$ cat src/rtl/ial_pkg.sv
// Shared constants for the indexed array list: sizes, operation and status codes.
`timescale 1ns / 1ps
`default_nettype none
package ial_pkg;

    localparam int DEPTH     = 64;
    localparam int WORD_BITS = 32;

    localparam int OP_W = 2;
    localparam int ST_W = 2;

    localparam logic [OP_W-1:0] OP_INSERT = 2'd0;
    localparam logic [OP_W-1:0] OP_DELETE = 2'd1;
    localparam logic [OP_W-1:0] OP_READ   = 2'd2;

    localparam logic [ST_W-1:0] ST_DONE  = 2'd0;
    localparam logic [ST_W-1:0] ST_RANGE = 2'd1;
    localparam logic [ST_W-1:0] ST_FULL  = 2'd2;

endpackage
`default_nettype wire

$ cat src/rtl/ial_ram.sv
// Entry storage: one write port, one read port with registered read data.
`timescale 1ns / 1ps
`default_nettype none
module ial_ram #(
    parameter int DEPTH     = ial_pkg::DEPTH,
    parameter int WORD_BITS = ial_pkg::WORD_BITS,
    localparam int AW       = (DEPTH > 1) ? $clog2(DEPTH) : 1
) (
    input  wire logic                 i_clk,
    input  wire logic                 i_we,
    input  wire logic [AW-1:0]        i_waddr,
    input  wire logic [WORD_BITS-1:0] i_wdata,
    input  wire logic                 i_re,
    input  wire logic [AW-1:0]        i_raddr,
    output logic      [WORD_BITS-1:0] o_rdata
);

    logic [WORD_BITS-1:0] r_mem [DEPTH];

    always_ff @(posedge i_clk) begin
        if (i_we) begin
            r_mem[i_waddr] <= i_wdata;
        end
    end

    always_ff @(posedge i_clk) begin
        if (i_re) begin
            o_rdata <= r_mem[i_raddr];
        end
    end

endmodule
`default_nettype wire

$ cat src/rtl/indexed_array_list_unit.sv
// Top level of the indexed array list: sequencer around the entry memory.
//
//  channel | direction | handshake                  | word
//  --------+-----------+----------------------------+----------------------------------
//  in      | input     | i_in_valid / o_in_ready    | i_operation, i_position, i_element
//  out     | output    | o_out_valid / i_out_ready  | o_status, o_item_count, o_read_value
//
// Insert at p shifts entries p..count-1 up one place from the top down, then writes
// the element; delete at p shifts entries p+1..count-1 down one place. One entry is
// moved per cycle through the memory's single read and single write port.
// Reset clears the count and the handshake state; memory contents are not cleared.
// A new word is taken once the previous op has reached the output register, even
// while that result still waits on i_out_ready.
`timescale 1ns / 1ps
`default_nettype none
module indexed_array_list_unit #(
    parameter int DEPTH     = ial_pkg::DEPTH,
    parameter int WORD_BITS = ial_pkg::WORD_BITS,
    localparam int AW       = (DEPTH > 1) ? $clog2(DEPTH) : 1,
    localparam int CW       = $clog2(DEPTH + 1)
) (
    input  wire logic                        i_clk,
    input  wire logic                        i_rst_n,
    input  wire logic                        i_in_valid,
    output logic                             o_in_ready,
    input  wire logic [ial_pkg::OP_W-1:0]    i_operation,
    input  wire logic [CW-1:0]               i_position,
    input  wire logic signed [WORD_BITS-1:0] i_element,
    output logic                             o_out_valid,
    input  wire logic                        i_out_ready,
    output logic      [ial_pkg::ST_W-1:0]    o_status,
    output logic      [CW-1:0]               o_item_count,
    output logic signed [WORD_BITS-1:0]      o_read_value
);

    localparam logic [2:0] S_IDLE     = 3'd0;
    localparam logic [2:0] S_INS      = 3'd1;
    localparam logic [2:0] S_INS_LAST = 3'd2;
    localparam logic [2:0] S_DEL      = 3'd3;
    localparam logic [2:0] S_RD       = 3'd4;
    localparam logic [2:0] S_DONE     = 3'd5;

    localparam logic [CW-1:0] DEPTH_C = CW'(DEPTH);

    logic [2:0]                  r_state, n_state;
    logic [CW-1:0]               r_count, n_count;
    logic [AW-1:0]               r_idx, n_idx;
    logic [CW-1:0]               r_pos, n_pos;
    logic [WORD_BITS-1:0]        r_elem, n_elem;
    logic [ial_pkg::ST_W-1:0]    r_res_status, n_res_status;
    logic [WORD_BITS-1:0]        r_res_value, n_res_value;
    logic                        r_out_valid, n_out_valid;
    logic [ial_pkg::ST_W-1:0]    r_out_status, n_out_status;
    logic [CW-1:0]               r_out_count, n_out_count;
    logic [WORD_BITS-1:0]        r_out_value, n_out_value;

    logic                 mem_we;
    logic [AW-1:0]        mem_waddr;
    logic [WORD_BITS-1:0] mem_wdata;
    logic                 mem_re;
    logic [AW-1:0]        mem_raddr;
    logic [WORD_BITS-1:0] mem_rdata;

    ial_ram #(
        .DEPTH     (DEPTH),
        .WORD_BITS (WORD_BITS)
    ) u_ram (
        .i_clk   (i_clk),
        .i_we    (mem_we),
        .i_waddr (mem_waddr),
        .i_wdata (mem_wdata),
        .i_re    (mem_re),
        .i_raddr (mem_raddr),
        .o_rdata (mem_rdata)
    );

    assign o_in_ready   = (r_state == S_IDLE);
    assign o_out_valid  = r_out_valid;
    assign o_status     = r_out_status;
    assign o_item_count = r_out_count;
    assign o_read_value = r_out_value;

    always_comb begin
        n_state      = r_state;
        n_count      = r_count;
        n_idx        = r_idx;
        n_pos        = r_pos;
        n_elem       = r_elem;
        n_res_status = r_res_status;
        n_res_value  = r_res_value;
        n_out_valid  = r_out_valid;
        n_out_status = r_out_status;
        n_out_count  = r_out_count;
        n_out_value  = r_out_value;
        mem_we       = 1'b0;
        mem_waddr    = r_idx;
        mem_wdata    = mem_rdata;
        mem_re       = 1'b0;
        mem_raddr    = r_idx;

        if (r_out_valid && i_out_ready) begin
            n_out_valid = 1'b0;
        end

        case (r_state)
            S_IDLE: begin
                if (i_in_valid) begin
                    n_pos        = i_position;
                    n_elem       = i_element;
                    n_res_status = ial_pkg::ST_DONE;
                    n_res_value  = '0;
                    n_state      = S_DONE;
                    case (i_operation)
                        ial_pkg::OP_INSERT: begin
                            if (i_position > r_count) begin
                                n_res_status = ial_pkg::ST_RANGE;
                            end else if (r_count == DEPTH_C) begin
                                n_res_status = ial_pkg::ST_FULL;
                            end else if (i_position == r_count) begin
                                // append at the tail, nothing to move
                                mem_we    = 1'b1;
                                mem_waddr = AW'(i_position);
                                mem_wdata = i_element;
                                n_count   = r_count + 1'b1;
                            end else begin
                                mem_re    = 1'b1;
                                mem_raddr = AW'(r_count - 1'b1);
                                n_idx     = AW'(r_count);
                                n_state   = S_INS;
                            end
                        end
                        ial_pkg::OP_DELETE: begin
                            if (i_position >= r_count) begin
                                n_res_status = ial_pkg::ST_RANGE;
                            end else if (i_position == r_count - 1'b1) begin
                                n_count = r_count - 1'b1;
                            end else begin
                                mem_re    = 1'b1;
                                mem_raddr = AW'(i_position + 1'b1);
                                n_idx     = AW'(i_position);
                                n_state   = S_DEL;
                            end
                        end
                        ial_pkg::OP_READ: begin
                            if (i_position >= r_count) begin
                                n_res_status = ial_pkg::ST_RANGE;
                            end else begin
                                mem_re    = 1'b1;
                                mem_raddr = AW'(i_position);
                                n_state   = S_RD;
                            end
                        end
                        default: begin
                        end
                    endcase
                end
            end
            S_INS: begin
                // write entry idx from idx-1 read last cycle, fetch the next lower one
                mem_we    = 1'b1;
                mem_waddr = r_idx;
                mem_wdata = mem_rdata;
                if (AW'(r_idx - 1'b1) == AW'(r_pos)) begin
                    n_state = S_INS_LAST;
                end else begin
                    mem_re    = 1'b1;
                    mem_raddr = AW'(r_idx - AW'(2));
                    n_idx     = AW'(r_idx - 1'b1);
                end
            end
            S_INS_LAST: begin
                mem_we    = 1'b1;
                mem_waddr = AW'(r_pos);
                mem_wdata = r_elem;
                n_count   = r_count + 1'b1;
                n_state   = S_DONE;
            end
            S_DEL: begin
                mem_we    = 1'b1;
                mem_waddr = r_idx;
                mem_wdata = mem_rdata;
                if (CW'(r_idx) + CW'(2) == r_count) begin
                    n_count = r_count - 1'b1;
                    n_state = S_DONE;
                end else begin
                    mem_re    = 1'b1;
                    mem_raddr = AW'(r_idx + AW'(2));
                    n_idx     = AW'(r_idx + 1'b1);
                end
            end
            S_RD: begin
                n_res_value = mem_rdata;
                n_state     = S_DONE;
            end
            S_DONE: begin
                if (!r_out_valid || i_out_ready) begin
                    n_out_valid  = 1'b1;
                    n_out_status = r_res_status;
                    n_out_count  = r_count;
                    n_out_value  = r_res_value;
                    n_state      = S_IDLE;
                end
            end
            default: begin
                n_state = S_IDLE;
            end
        endcase
    end

    always_ff @(posedge i_clk) begin
        if (!i_rst_n) begin
            r_state     <= S_IDLE;
            r_count     <= '0;
            r_out_valid <= 1'b0;
        end else begin
            r_state     <= n_state;
            r_count     <= n_count;
            r_out_valid <= n_out_valid;
        end
    end

    always_ff @(posedge i_clk) begin
        r_idx        <= n_idx;
        r_pos        <= n_pos;
        r_elem       <= n_elem;
        r_res_status <= n_res_status;
        r_res_value  <= n_res_value;
        r_out_status <= n_out_status;
        r_out_count  <= n_out_count;
        r_out_value  <= n_out_value;
    end

endmodule
`default_nettype wire

$ cat config.mk
export PLATFORM = sky130hd
export DESIGN_NAME = indexed_array_list_unit
export DESIGN_NICKNAME = d
export VERILOG_FILES = /design/src/rtl/ial_pkg.sv /design/src/rtl/ial_ram.sv /design/src/rtl/indexed_array_list_unit.sv
export SDC_FILE = /design/constraint.sdc
export NUM_CORES = 2
export LEC_CHECK = 0
export BUFFER_PORTS_ARGS = -buffer_cell sky130_fd_sc_hd__clkbuf_2
export CORE_AREA = 2 2 592 594
export DETAILED_ROUTE_END_ITERATION = 12
export DIE_AREA = 0 0 594 596
export PLACE_DENSITY = 0.47
export SLEW_MARGIN = 15
export SYNTH_ARGS = -nofsm -noshare
export SYNTH_HDL_FRONTEND = slang
export SYNTH_HIERARCHICAL = 1
export SYNTH_SLANG_ARGS = --single-unit
$ cat constraint.sdc
create_clock -name i_clk -period 9.15 [get_ports i_clk]
set_input_delay 1.3725 -clock i_clk [delete_from_list [all_inputs] [get_ports i_clk]]
set_output_delay 1.3725 -clock i_clk [all_outputs]
set_load 0.01 [all_outputs]
==> results.sh <==
export IMPL_cts_hold_buf=0
export IMPL_worst_setup_path_end_kind="flop"
export IMPL_synth_nets=4252
export IMPL_path_cells="inv_1 -> ha_1 -> or3b_1 -> or3_4 -> a2111oi_4 -> a21boi_1 -> o211ai_1 -> a21oi_1 -> o211ai_1 -> buf_12 -> buf_4 -> nor2b_4 -> buf_4 -> a22oi_1 -> nand3_1 -> nand2_1 -> a21oi_1"
export IMPL_path_class="flop to flop"
export IMPL_grt_pass1_wl_um=368000
export IMPL_path_max_fanout=33
export IMPL_switching_power_uw=16000
export IMPL_postLayoutSetupSlackWorst_ps=1900
export IMPL_fmax_mhz=138
export IMPL_netlist_area_mm2=0.0866
export IMPL_fillers=33877
export IMPL_totalWireLength_um=266000
export IMPL_period_share=0.792
export IMPL_finClkSkew_ps=52.9
export IMPL_clk_pin_slew_worst_paths_ps=70
export IMPL_grt_max_degree=86
export IMPL_fin_crit_ps=7250
export IMPL_worst_slew_pin_slew_ps=1240
export IMPL_final_nets=4482
export IMPL_cp_required_ps=9770
export IMPL_drive_gt1_frac=0.250
export IMPL_synth_most_common_cell="edfxtp_1"
export IMPL_maxCapViolations=0
export IMPL_die_w_um=594
export IMPL_worst_ep_arrival_time_ps=7870
export IMPL_hold_class="flop to flop"
export IMPL_via_per_inst=4.83
export IMPL_numCtsBuffers=230
export IMPL_synth_edf_count=2199
export IMPL_worst_path_max_delay_cell="buf_4"
export IMPL_max_slew_margin=0.165
export IMPL_overflow=0
export IMPL_internal_power_uw=24300
export IMPL_ctsResizeCount=0
export IMPL_cts_root_buf="clkbuf_16"
export IMPL_comb_power_share=0.410
export IMPL_p_seq_frac=0.364
export IMPL_synth_async_reset_ratio=0
export IMPL_start_kind="flop"
export IMPL_core_area_mm2=0.348
export IMPL_ioPinCount=88
export IMPL_cts_max_level=4
export IMPL_netlist_instances=4187
export IMPL_die_h_um=596
export IMPL_power_uw=40400
export IMPL_yosysTopAreaCell="edfxtp_1"
export IMPL_std_cell_rows=217
export IMPL_drc=0
export IMPL_postCtsSetupRepairBufs=0
export IMPL_synth_area_leaders="edfxtp_1 76%, mux4_2 12%, mux2i_1 2.4%"
export IMPL_yosysWarningCount=6
export IMPL_synthTopCellsByCount="2199 x edfxtp_1, 446 x mux4_2, 210 x a22oi_1"
export IMPL_syn_avg_cell_area_um2=20.7
export IMPL_crit_family="simple AND/OR/NAND/NOR gates"
export IMPL_first_global_vias=44217
export IMPL_synth_main_ff_cell="edfxtp_1"
export IMPL_antenna_found_initial=14
export IMPL_ir_drop_v=0.000405
export IMPL_vias=44421
export IMPL_place_ws_ps=1600
export IMPL_ys_types=78
export IMPL_clock_power_share=0.226
export IMPL_synth_seq_area_share=0.765
export IMPL_maxSlewViolCount=0
export IMPL_place_gp_congestion=0.839
export IMPL_cts_buffer_depth=4
export IMPL_setup_tns_ps=0
export IMPL_die_area_mm2=0.354
export IMPL_cts_sink_count=2210
export IMPL_drt_antenna_violating_nets=0
export IMPL_clock_latency_ps=920
export IMPL_routedWlPerCell_um=28.9
export IMPL_initial_core_util=0.249
export IMPL_detail_route_iter0_violations=5383
export IMPL_outcome="complete, no violations"
export IMPL_switching_share=0.397
export IMPL_max_stage_delay_ps=720
export IMPL_rsz0062_at_grt="false"
export IMPL_yosysTopAreaCellShare=0.762
export IMPL_cts_tree="built"
export IMPL_hold_ws_ps=418
export IMPL_synth_seq_cells=2210
export IMPL_port_buffers=87
export IMPL_p_leak_uw=0.0307
export IMPL_area_delta_synth_final_pct=16.6
export IMPL_dr_pass1_iters=6
export IMPL_track_usage=0.146
export IMPL_detailed_place_hpwl_um=157000
export IMPL_setup_viol=0
export IMPL_crit_buf_inv=4
export IMPL_finalHoldViolations=0
export IMPL_powerDensity_mw_per_mm2=400
-- sequential cells by signal, indices dropped and copies added (netlist names) --
name,flops
r_idx,6
r_res_status,2
o_status,2
r_pos,6
r_res_value,32
o_read_value,32
o_item_count,7
r_state,3
o_out_valid,1
r_elem,32
r_count,7
u_ram/o_rdata,32
u_ram/r_mem,2048
-- worst register-to-register path: stages (launching register included) --
cell	delay, ps
edfxtp_1	630
inv_1	240
ha_1	250
or3b_1	420
or3_4	400
a2111oi_4	470
a21boi_1	150
o211ai_1	220
a21oi_1	80
o211ai_1	350
buf_12	290
buf_4	560
nor2b_4	720
buf_4	730
a22oi_1	260
nand3_1	310
nand2_1	420
a21oi_1	500
-- logic make-up (layout without fill, tap and decap cells) --
| logic type | count (synthesis) | count (layout) | share of synthesized area |
|---|---|---|---|
| and+or+nand+nor | 411 | 411 | 0.0239 |
| xor gates and xnor gates | 33 | 33 | 0.00334 |
| AOI/OAI and AO/OA | 576 | 576 | 0.0469 |
| muxes | 653 | 653 | 0.140 |
| buffers and inverters | 284 | 698 | 0.0183 |
| adders and majority gates | 20 | 20 | 0.00289 |
| other | 0 | 4 | 0 |
| DFF | 2210 | 2210 | 0.765 |
-- cells in the final DEF (no fill, tap or decap), types with 10 or more instances in the layout --
cell and count:
nor2_4 68, mux4_2 446, o221ai_1 16, ha_1 20, buf_12 19, xnor2_1 24, o211ai_1 20, o21ai_1 18
nand2_1 81, clkbuf_2 87, inv_1 25, clkbuf_1 49, o21ai_0 36, a22o_1 13, nor3_1 17, nor2b_1 18
clkinv_1 57, a311o_1 12, nand2b_1 13, nand3_1 55, clkinv_2 43, edfxtp_1 2199, o22a_1 13, mux2i_1 207
and3_1 42, a31oi_1 26, nor2_1 40, dfxtp_1 10, a22oi_1 210, buf_4 150, a21oi_1 50, o22ai_1 45
a211oi_1 27, o21ai_4 34, clkbuf_16 231, bufinv_16 19, nand4_1 11
-- power groups by stage --
stage,combinational [µW],clock (µW),sequential [µW]
6_report,16600,9110,14700
5_1_grt,17300,9690,14700
4_1_cts,16700,9310,14700
3_5_place_dp,16700,0,14900
3_3_place_gp,16500,0,14900
2_1_floorplan,9060,0,14900
-- metrics by stage --
step / area (µm²) / utilization / std cells
5_1_grt: 101000 / 0.290 / 9201
2_1_floorplan: 86600 / - / 4187
6_report: 101000 / 0.290 / 9204
3_3_place_gp: 93700 / 0.270 / 8780
3_5_place_dp: 93800 / 0.270 / 8782
4_1_cts: 101000 / 0.290 / 9198
-- layer usage --
layer,track usage,vias up,share of wire
li1,-,18104,-
met1,0.207,24302,0.44
met2,0.237,1702,0.47
met3,0.0204,311,0.063
met4,0.0361,2,0.022
met5,0,-,0.000049
-- final cells by class --
cell class,instances,area [µm²],share of cell area
sequential,2210,66300,0.656
clock buffer,280,5960,0.0590
tap,4599,5750,0.0570
timing repair buffer,257,1970,0.0195
clock inverter,136,1210,0.0119
inverter,25,93.8,0.000929
antenna,4,10.0,0.0000991
multi-input combinational,1693,19800,0.196
-- path summary, 6_finish.rpt --
kind | startpoint | to | slack (ps) | cells past startpoint
worst max-delay path | r_idx[1] | u_ram/o_rdata[29] | 1900 | 17
worst min-delay path | r_res_value[18] | o_read_value[18] | 420 | 0
worst max register to register | r_idx[1] | u_ram/o_rdata[29] | 1900 | 17
worst min register to register | r_res_value[18] | o_read_value[18] | 420 | 0
Power figures use the tool's default switching activity.
